==> config.mk <==
export PLATFORM = sky130hd
export DESIGN_NAME = sitp_queue
export DESIGN_NICKNAME = d
export VERILOG_FILES = /design/src/design/sitp_pkg.sv /design/src/design/sitp_queue.sv
export SDC_FILE = /design/constraint.sdc
export NUM_CORES = 1
export LEC_CHECK = 0
export ABC_CLOCK_PERIOD_IN_PS = 1400
export BUFFER_PORTS_ARGS = -buffer_cell sky130_fd_sc_hd__buf_2
export CAP_MARGIN = 30
export CORE_MARGIN = 1.5
export CORE_UTILIZATION = 45
export CTS_CLUSTER_SIZE = 12
export DETAILED_ROUTE_END_ITERATION = 8
export PLACE_DENSITY = 0.72
export SLEW_MARGIN = 20
export SYNTH_ARGS = -nofsm -noshare
export SYNTH_HDL_FRONTEND = slang
export SYNTH_SLANG_ARGS = --single-unit
==> constraint.sdc <==
create_clock -name clk -period 1.4 [get_ports clk]
set_input_delay 0 -clock clk [delete_from_list [all_inputs] [get_ports clk]]
set_output_delay 0 -clock clk [all_outputs]
set_load 0.01 [all_outputs]
==> src/design/sitp_pkg.sv <==
// Shared types, widths and codes of the strict integer text parser.
package sitp_pkg;

  localparam int CHAR_W        = 8;
  localparam int VALUE_W       = 64;
  localparam int COUNT_W       = 16;
  localparam int STATUS_W      = 2;
  localparam int BASE_W        = 6;
  localparam int CFG_INDEX_W   = 1;
  localparam int CFG_DATA_W    = 64;
  localparam int MAX_TEXT_LENGTH = 65535;
  localparam int MAX_BASE      = 36;
  localparam int RESET_BASE    = 10;

  localparam logic [STATUS_W-1:0] STATUS_OK       = 2'd0;
  localparam logic [STATUS_W-1:0] STATUS_RANGE    = 2'd1;
  localparam logic [STATUS_W-1:0] STATUS_BAD_BASE = 2'd2;

  localparam logic [CFG_INDEX_W-1:0] CFG_NUMBER_BASE  = 1'd0;
  localparam logic [CFG_INDEX_W-1:0] CFG_RESULT_LIMIT = 1'd1;

  // One classified character as it travels from the front to the back.
  typedef struct packed {
    logic [BASE_W-1:0] digit;
    logic              digit_ok;
    logic              is_zero;
    logic              is_x;
    logic              is_oct;
    logic              is_hex;
    logic              has_char;
    logic              last;
  } sitp_class_t;

endpackage

==> src/design/sitp_queue.sv <==
// Two-entry queue of classified words between the front and the back.
module sitp_queue import sitp_pkg::*; (
  input  logic        clk,
  input  logic        rst,
  input  sitp_class_t push_data,
  input  logic        push_valid,
  output logic        push_ready,
  output sitp_class_t pop_data,
  output logic        pop_valid,
  input  logic        pop
);

  sitp_class_t mem [2];
  logic        wr_ptr;
  logic        rd_ptr;
  logic [1:0]  count;
  logic        do_push;
  logic        do_pop;

  assign push_ready = (count != 2'd2);
  assign pop_valid  = (count != 2'd0);
  assign pop_data   = mem[rd_ptr];
  assign do_push    = push_valid && push_ready;
  assign do_pop     = pop && pop_valid;

  always_ff @(posedge clk) begin
    if (do_push) begin
      mem[wr_ptr] <= push_data;
    end
  end

  always_ff @(posedge clk) begin
    if (rst) begin
      wr_ptr <= 1'b0;
      rd_ptr <= 1'b0;
      count  <= 2'd0;
    end else begin
      if (do_push) begin
        wr_ptr <= ~wr_ptr;
      end
      if (do_pop) begin
        rd_ptr <= ~rd_ptr;
      end
      unique case ({do_push, do_pop})
        2'b10:   count <= count + 2'd1;
        2'b01:   count <= count - 2'd1;
        default: count <= count;
      endcase
    end
  end

endmodule

# Word level (Yosys, flattened, before mapping)
# Memory sizes are Yosys's and may differ from the RTL's. A register that Yosys moved wholly into a read port is not among the register bits.
# Index checks and enable logic that the tools add are counted.
dict set report word_totals {
  reg_bits 4
  ram_bits 26
  in_bits 17
  output_inout_bits 15
  wordCells 20
  n_memories 1
}
# memory depth word_bits read_ports rd_ports_with_merged_regs wr line_no
set mem_list {}
lappend mem_list {mem 2 13 1 1 1 sitp_queue.sv:13} ;# sitp_class_t mem [2];
dict set report classes {
  add_sub_neg 2
  n_eq_ne 3
  muxes 5
  bitwise_logic 2
  n_reduce_logical 4
}
# op count
set ops {}
lappend ops {{$mux W1} 4}
lappend ops {{$pmux W2 S2} 1}
lappend ops {{$reduce_bool A2 Y1} 2}
lappend ops {{$add A2 B1 Y2 const B} 1}
lappend ops {{$eq A2 B1 Y1 const B} 1}
lappend ops {{$eq A2 B2 Y1 const B} 1}
lappend ops {{$logic_and A1 B1 Y1} 2}
lappend ops {{$ne A2 B2 Y1 const B} 1}
lappend ops {{$not A1 Y1} 2}
lappend ops {{$sub A2 B1 Y2 const B} 1}

# Logic depth before layout (Yosys ltp)
# Gate-level depths: netlist of the first run.
dict set report logic_depth {
  depth_word 4
  mapped_depth 6
  mapped_depth_nobuf 6
}

# Worst setup path after synthesis of the first run
# OpenSTA, ideal clock, no wires.
dict set report synth_path {
  kind {register to register}
  startpoint {register count[0]}
  endpoint {register count[1]}
  setup_ns 0.070
  t_arrival_ns 1.462
  t_required_ns 1.330
  setup_slack_ns -0.131
  path_stages_with_launch 6
  n_path_buf 0
  period_less_slack_ns 1.531
  cell_sequence {dfxtp_1 > nand2b_1 > nand2_1 > ha_1 > or3_1 > a21oi_1}
}
dict set report synth_between {
  elab_chain_cells 4
  elab_cells_between_ends 10
  cone_classes {add/sub (2); eq/ne (3); mux (1); reduce/logical (4)}
}
# element line_no
set synth_lines {}
lappend synth_lines {{start, declared} sitp_queue.sv:16} ;# logic [1:0] count;
lappend synth_lines {{start signal, assigned} sitp_queue.sv:45} ;# 2'b10: count <= count + 2'd1;
lappend synth_lines {{start signal, assigned} sitp_queue.sv:46} ;# 2'b01: count <= count - 2'd1;
lappend synth_lines {{start signal, assigned} sitp_queue.sv:47} ;# default: count <= count;
lappend synth_lines {{$ne A2 B2 Y1 (*)} sitp_queue.sv:20} ;# assign push_ready = (count != 2'd2);
lappend synth_lines {{named net push_ready} sitp_queue.sv:7} ;# output logic push_ready,
lappend synth_lines {{$logic_and A1 B1 Y1 (*)} sitp_queue.sv:23} ;# assign do_push = push_valid && push_ready;
lappend synth_lines {{$eq A2 B1 Y1 / $eq A2 B2 Y1 (equally long branches)} sitp_queue.sv:44} ;# unique case ({do_push, do_pop})
lappend synth_lines {{$pmux W2 S2 / $reduce_bool A2 Y1 (equally long branches)} --}
# Mark *: on every way through the listed nets, which the timed path passes. The rest lies on a longest branch.
# A chain may end at the register's enable or synchronous reset.

# Final worst setup path of the first run
dict set report layout_path {
  startpoint {register count[0]}
  endpoint {register count[1]}
}
dict set report layout_between {
  elab_chain_cells 4
  elab_cells_between_ends 10
  cone_classes {add/sub (2); eq/ne (3); mux (1); reduce/logical (4)}
}
# element line_no
set layout_lines {}
lappend layout_lines {{$ne A2 B2 Y1 / $reduce_bool A2 Y1 (equally long branches)} {sitp_queue.sv:20, sitp_queue.sv:21}}
lappend layout_lines {{$logic_and A1 B1 Y1, on equally long branches} {sitp_queue.sv:23, sitp_queue.sv:24}}
lappend layout_lines {{$eq A2 B1 Y1 / $eq A2 B2 Y1 (equally long branches)} sitp_queue.sv:44}
lappend layout_lines {{$pmux W2 S2 / $reduce_bool A2 Y1 (equally long branches)} --}
# Parallel ways exist; a longest one is shown, timed or not.

==> results of run 1 <==
power groups by stage:
| stage | Clock, µW | Combinational [µW] | Sequential [µW] |
|---|---|---|---|
| 6_report | 525 | 1010 | 1250 |
| 4_1_cts | 547 | 1020 | 1250 |
| 5_1_grt | 591 | 1110 | 1260 |
| 3_3_place_gp | 0 | 861 | 1250 |
| 2_1_floorplan | 0 | 536 | 1270 |
| 3_5_place_dp | 0 | 889 | 1270 |
final cells by class:
| class | instances | area (µm²) | area share (%) |
|---|---|---|---|
| flip-flops and latches | 31 | 886 | 54.0 |
| clock buffers | 7 | 55.1 | 3.36 |
| inverters | 1 | 3.75 | 0.229 |
| clock inverters | 1 | 5.00 | 0.305 |
| well taps | 30 | 37.5 | 2.29 |
| multi-input cells | 31 | 287 | 17.5 |
| repair buffers | 54 | 367 | 22.3 |
registers in the layout, summed over array words and instances, names as in the netlist, named ones only:
signal,cells
rd_ptr,1
count,2
wr_ptr,1
mem,26
stage by stage:
stage / hold slack, ns / setup WS [ns] / util, % / TNS [ns]
2_1_floorplan: 0.0650 / 0.000626 / - / 0
3_3_place_gp: 0.189 / 0.0344 / 56.9 / 0
3_5_place_dp: 0.194 / -0.0767 / 56.9 / -0.0767
4_1_cts: 0.00699 / -0.000661 / 66.7 / -0.000661
5_1_grt: 0.0279 / -0.0535 / 66.8 / -0.0535
6_report: 0.0286 / 0.00207 / 66.8 / 0
per-layer routing:
layer,GRT usage [%],part of all wire (%),up-vias
met2,27.2,52,26
li1,-,-,361
met3,8.89,7.9,5
met4,7.69,1.1,0
met5,0,0,-
met1,16.5,39,341
worst max-delay path: cells and delay by family, from the launching register on:
kind                     cells  cell delay (ns)
AND/OR/NAND/NOR              3             0.54
flip-flops                   1             0.36
adder cells (fa/ha/maj)      1             0.18
XOR/XNOR                     1             0.13
AO/OA/AOI/OAI                1             0.13
cells by family after synthesis:
kind of cell    after synthesis
flops                        31
mux                          13
simple gates                  9
compound gates                5
xor+xnor                      3
buf+inv                       2
fa+ha+maj                     1
synthesized netlist by cell type:
cell type	number
o21a_1	1
nand2_1	1
a21bo_2	1
and3_1	1
inv_1	1
mux2_2	13
nand2b_1	1
a21oi_1	2
or3_1	1
edfxtp_1	26
or2_2	1
ha_1	1
xnor2_1	2
xor2_1	1
buf_2	1
nor2_1	3
dfxtp_1	5
nand3b_1	1
o21ai_0	1
how the worst max path moves through the flow:
stage,startpoint,to,depth (start not counted)
after floorplan,count[0]$_SDFFE_PP0P_,count[1]$_SDFFE_PP0P_,5
after global placement,count[1]$_SDFFE_PP0P_,count[1]$_SDFFE_PP0P_,4
after detailed placement,count[1]$_SDFFE_PP0P_,count[1]$_SDFFE_PP0P_,4
after CTS,count[1]$_SDFFE_PP0P_,count[1]$_SDFFE_PP0P_,5
after global routing,count[1]$_SDFFE_PP0P_,count[1]$_SDFFE_PP0P_,5
final,count[0]$_SDFFE_PP0P_,count[1]$_SDFFE_PP0P_,6
timing repair:
action / CTS / global route
pin swaps: 2 / 0
setup endpoints to repair: 1 / 11
gates resized for setup: 6 / 1
hold buffers: 14 / 0
hold endpoints to repair: 31 / 0
buffers inserted: 3 / 0
==> results.tsv, run 1 <==
stage	metric	value	unit
placement	port bufs	31	
global_route	largest net degree at the start of global routing	14	
drt	DRC viols	0	
worst_setup_path	Critical-path top delay cell	dfxtp_2	
worst_setup_path	r2r setup slk	0.002	ns
die	FP Rows	18	
worst_setup_path	CP startpoint kind	register	
worst_setup_path	CP Capture Type	register	
drt	vias per std cell	4.73	
timing	Slew headroom	85.2	%
global_route	first-pass GRT wire length	3110	µm
power_and_ir_drop	Logic pwr share	36.3	%
clock_network	clk buf depth	2	
timing	clk_skew	0.0112	ns
drt	detailed-route wire length per cell	12.9	µm
yosys	Seq cells post-synth	31	
yosys	Post-Syn Instances	64	
worst_setup_path	slowest stage delay, CP	0.36	ns
die	# IOs	32	
yosys	mapped cell area	0.00115	mm²
drt	Initial DRT Pass Iterations	4	
timing	Final min period	1.40	ns
clock_network	CTS buffer count	5	
die	core area	0.00245	mm²
worst_hold_path	hold_sp	push_valid	
yosys	post-synthesis mux area share	12.7	%
power_and_ir_drop	part of the power in registers	44.8	%
yosys	synthesized area per cell	18.0	µm²
clock_network	CTS tree	yes	
finish	share of cells above drive strength 1	55.2	%
power_and_ir_drop	part of the power in the clock network	18.8	%
timing	slew of the pin with the lowest slew margin	0.219	ns
drt	vias	733	
yosys	largest family of logic cells by synthesized area	multiplexers	
yosys	post-synthesis simple-gate area fraction	4.12	%
drt	DRT Wirelength	2000	µm
yosys	Cell variety after synth	19	
die	Starting Density	47.0	%
finish	synth-to-layout area growth	42.0	%
yosys	Synth area leader	edfxtp_1	
timing	Setup violations, final	0	
global_route	vias in the first global route	743	
worst_setup_path	Critical Path Fanout Max	5	
timing	Slew Limit Fails	0	
global_route	Overflow after GRT	0	
timing	fraction of the cycle the final worst path needs	99.9	%
finish	fin cells	155	
worst_hold_path	Min-Delay Path Class	input port to register	
power_and_ir_drop	Leakage	0.000655	µW
worst_setup_path	r2r endpoint	count[1]$_SDFFE_PP0P_	
yosys	share of the synthesized area in the top cell type	67.6	%
drt	Final ANT Viol Nets	0	
clock_network	H-tree depth	2	
power_and_ir_drop	Net Sw Frac	28.7	%
outcome	outcome	complete, no violations	
yosys	complex-gate fraction of the synthesized area	2.82	%
yosys	Yosys warnings	0	
finish	most common cell after layout, fill and taps aside	buf_2	
finish	final instance area	0.00164	mm²
placement	routability cong.	0.710	
power_and_ir_drop	Power Total	2790	µW
power_and_ir_drop	Power Dens Cells	1700	mW/mm²
global_route	GRT Util Overall	16.3	%
die	die area	0.00288	mm²
worst_hold_path	Hold EP	wr_ptr$_SDFFE_PP0P_	
drt	Iteration-0 DRC Markers	3	
timing	RSZ-0062 raised after global routing	yes	
worst_setup_path	Data arrival, critical path	1.66	ns
worst_setup_path	CP Cell Sequence	nand2b_4, nand2_2, ha_2, xnor2_1, or3_4, a21oi_2	
yosys	Synth area leaders	edfxtp_1, mux2_2, dfxtp_1	
yosys	post-synthesis net count	82	
placement	HPWL after DPL	1340	µm
global_route	initial antenna violation count	0	
worst_setup_path	Req. time, crit path	1.66	ns
timing	f_max	715	MHz
clock_network	clock sink count	31	
placement	Placed Area	0.00140	mm²
placement	dpl cells	130	
worst_setup_path	worst r2r path cells	6	
yosys	post-synthesis sequential area ratio	76.3	%
power_and_ir_drop	Cell Int Power	1990	µW
finish	commonest cells after routing, fill and taps aside	buf_2, edfxtp_1, dlygate4sd3_1	
timing	final hold violations	0	
die	DIE HEIGHT	53.7	µm
power_and_ir_drop	Sw Pwr	800	µW
worst_setup_path	Setup CP Type	register to register	
yosys	XOR/XNOR Fraction of Synth Area	2.28	%
clock_network	Clk pin slew, worst setup/hold paths	0.09	ns
finish	nets	142	
die	die width	53.7	µm
power_and_ir_drop	maximum vdd ir drop	1.22	mV
clock_network	clk_lat worst skew	0.32	ns
finish	ANT cells	0	
yosys	Post-Synth Adder-Cell Area	1.08	%
clock_network	root buf cell	clkbuf_4	
worst_hold_path	hold path cells	3	
worst_setup_path	reg2reg start	count[0]$_SDFFE_PP0P_	
run	Max-cap violations	0	
finish	fill cell count	194	
Note: power is estimated with default switching activity, not from simulation.
==> run 2: changes to the inputs <==
--- a/config.mk
+++ b/config.mk
@@ -12,6 +12,7 @@
 export CORE_UTILIZATION = 45
 export CTS_CLUSTER_SIZE = 12
 export DETAILED_ROUTE_END_ITERATION = 8
+export MAX_ROUTING_LAYER = met4
 export PLACE_DENSITY = 0.72
 export SLEW_MARGIN = 20
 export SYNTH_ARGS = -nofsm -noshare
==> results.tsv, run 2 (same netlist as run 1, synthesis figures left out) <==
stage	metric	value	unit	change
global_route	Overflow after GRT	0		unchanged
global_route	vias in the first global route	748		was 743
finish	biggest regs	mem (26), count (2)		unchanged
timing	Setup violations, final	0		unchanged
drt	vias per std cell	4.76		was 4.73
global_route	first-pass GRT wire length	3100	µm	was 3110 µm
finish	nets	142		unchanged
worst_hold_path	hold path cells	3		unchanged
drt	detailed-route wire length per cell	12.9	µm	about the same
die	die area	0.00288	mm²	unchanged
finish	final instance area	0.00164	mm²	unchanged
power_and_ir_drop	Power Dens Cells	1700	mW/mm²	about the same
placement	routability cong.	0.718		was 0.710
drt	DRT Wirelength	1990	µm	was 2000 µm
global_route	GRT Util Overall	16.6	%	was 16.3%
worst_setup_path	Crit. Startpoint	count[1]$_SDFFE_PP0P_		was count[0]$_SDFFE_PP0P_
timing	final hold violations	0		unchanged
timing	RSZ-0062 raised after global routing	yes		unchanged
drt	Iteration-0 DRC Markers	5		was 3
timing	final hold slack	0.0278	ns	was 0.0286 ns
clock_network	H-tree depth	2		unchanged
global_route	initial antenna violation count	0		unchanged
timing	Post-Route Setup TNS	0	ns	unchanged
finish	max reg flops	26		unchanged
timing	Worst Setup Slack, final	0.00165	ns	was 0.00207 ns
timing	slew of the pin with the lowest slew margin	0.219	ns	about the same
power_and_ir_drop	Leakage	0.000655	µW	unchanged
die	DIE HEIGHT	53.7	µm	unchanged
finish	most common cell after layout, fill and taps aside	buf_2		unchanged
finish	fill cell count	194		unchanged
global_route	largest net degree at the start of global routing	14		unchanged
die	FP Rows	18		unchanged
die	# IOs	32		unchanged
finish	ANT cells	0		unchanged
timing	Final min period	1.40	ns	about the same
clock_network	Clk pin slew, worst setup/hold paths	0.09	ns	about the same
placement	Placed Area	0.00140	mm²	unchanged
clock_network	clock sink count	31		unchanged
power_and_ir_drop	maximum vdd ir drop	1.22	mV	about the same
finish	share of cells above drive strength 1	55.2	%	unchanged
drt	DRC viols	0		unchanged
worst_setup_path	Data arrival, critical path	1.66	ns	about the same
placement	port bufs	31		unchanged
clock_network	root buf cell	clkbuf_4		unchanged
die	die width	53.7	µm	unchanged
run	Max-cap violations	0		unchanged
worst_setup_path	r2r endpoint	count[1]$_SDFFE_PP0P_		unchanged
die	Starting Density	47.0	%	unchanged
outcome	outcome	complete, no violations		unchanged
worst_setup_path	CP startpoint kind	register		unchanged
worst_setup_path	r2r setup slk	0.002	ns	about the same
finish	synth-to-layout area growth	42.0	%	unchanged
drt	Final ANT Viol Nets	0		unchanged
worst_setup_path	Req. time, crit path	1.66	ns	about the same
timing	f_max	715	MHz	about the same
worst_setup_path	Critical Path Fanout Max	3		was 5
timing	clk_skew	0.0104	ns	was 0.0112 ns
finish	commonest cells after routing, fill and taps aside	buf_2, edfxtp_1, dlygate4sd3_1		unchanged
worst_hold_path	hold_sp	push_valid		unchanged
worst_hold_path	Hold EP	wr_ptr$_SDFFE_PP0P_		unchanged
timing	Slew headroom	85.2	%	about the same
timing	fraction of the cycle the final worst path needs	99.9	%	about the same
worst_hold_path	Min-Delay Path Class	input port to register		unchanged
clock_network	clk_lat worst skew	0.32	ns	about the same
clock_network	CTS buffer count	5		unchanged
clock_network	clk buf depth	2		unchanged
worst_setup_path	worst r2r path cells	5		was 6
worst_setup_path	CP Capture Type	register		unchanged
placement	Setup WS pre-CTS	-0.0767	ns	unchanged
die	core area	0.00245	mm²	unchanged
worst_setup_path	reg2reg start	count[1]$_SDFFE_PP0P_		was count[0]$_SDFFE_PP0P_
timing	Slew Limit Fails	0		unchanged
worst_setup_path	Setup CP Type	register to register		unchanged
placement	HPWL after DPL	1340	µm	unchanged
drt	vias	738		was 733
clock_network	CTS tree	yes		unchanged
drt	Initial DRT Pass Iterations	4		unchanged
finish	Top reg by flops	mem		unchanged
-- run 2: stage by stage --
stage	std cells	power, µW	util [%]
final	155	2790	66.8
after global routing	155	2960	66.8
after CTS	155	2810	66.7
after detailed placement	130	2160	56.9
after global placement	130	2110	56.9
after floorplan	64	1800	-
-- run 2: layer usage --
metal	vias to the layer above	track usage (%)	share of wire (%)
met5	-	-	0
met4	0	10.3	2.0
met3	5	5.83	5.9
met2	25	27.2	52
met1	346	16.9	40
li1	362	-	-
-- run 2: area by class of cell --
cell class | instances | area (µm²) | area share [%]
flip-flops and latches | 31 | 886 | 54.0
repair buffers | 54 | 367 | 22.3
multi-input cells | 31 | 287 | 17.5
clock buffers | 7 | 55.1 | 3.36
well taps | 30 | 37.5 | 2.29
clock inverters | 1 | 5.00 | 0.305
inverters | 1 | 3.75 | 0.229
-- run 2: worst max-delay path, stage by stage, from the launching register on --
cell	delay, ns
dfxtp_4	0.37
o21a_1	0.19
ha_2	0.18
xnor2_1	0.13
or3_4	0.33
a21oi_2	0.13
-- run 2: power breakdown --
group          internal [µW]  switching, µW
Sequential              1190           63.0
Combinational            559            455
Clock                    243            283
Total                   1990            802
-- run 2: worst max path at each step --
stage	end	slack (ns)	cells after the start
6_report	count[1]$_SDFFE_PP0P_	0.002	5
5_1_grt	count[1]$_SDFFE_PP0P_	-0.05	5
4_1_cts	count[1]$_SDFFE_PP0P_	-0.0007	5
3_5_place_dp	count[1]$_SDFFE_PP0P_	-0.08	4
3_3_place_gp	count[1]$_SDFFE_PP0P_	0.03	4
2_1_floorplan	count[1]$_SDFFE_PP0P_	0.0006	5
-- run 2: timing repair --
action	CTS	global route
endpoints found under the setup margin	1	6
gates resized for setup	6	1
setup buffers	3	0
hold buffers	14	0
endpoints found under the hold margin	31	0
pin swaps	2	0
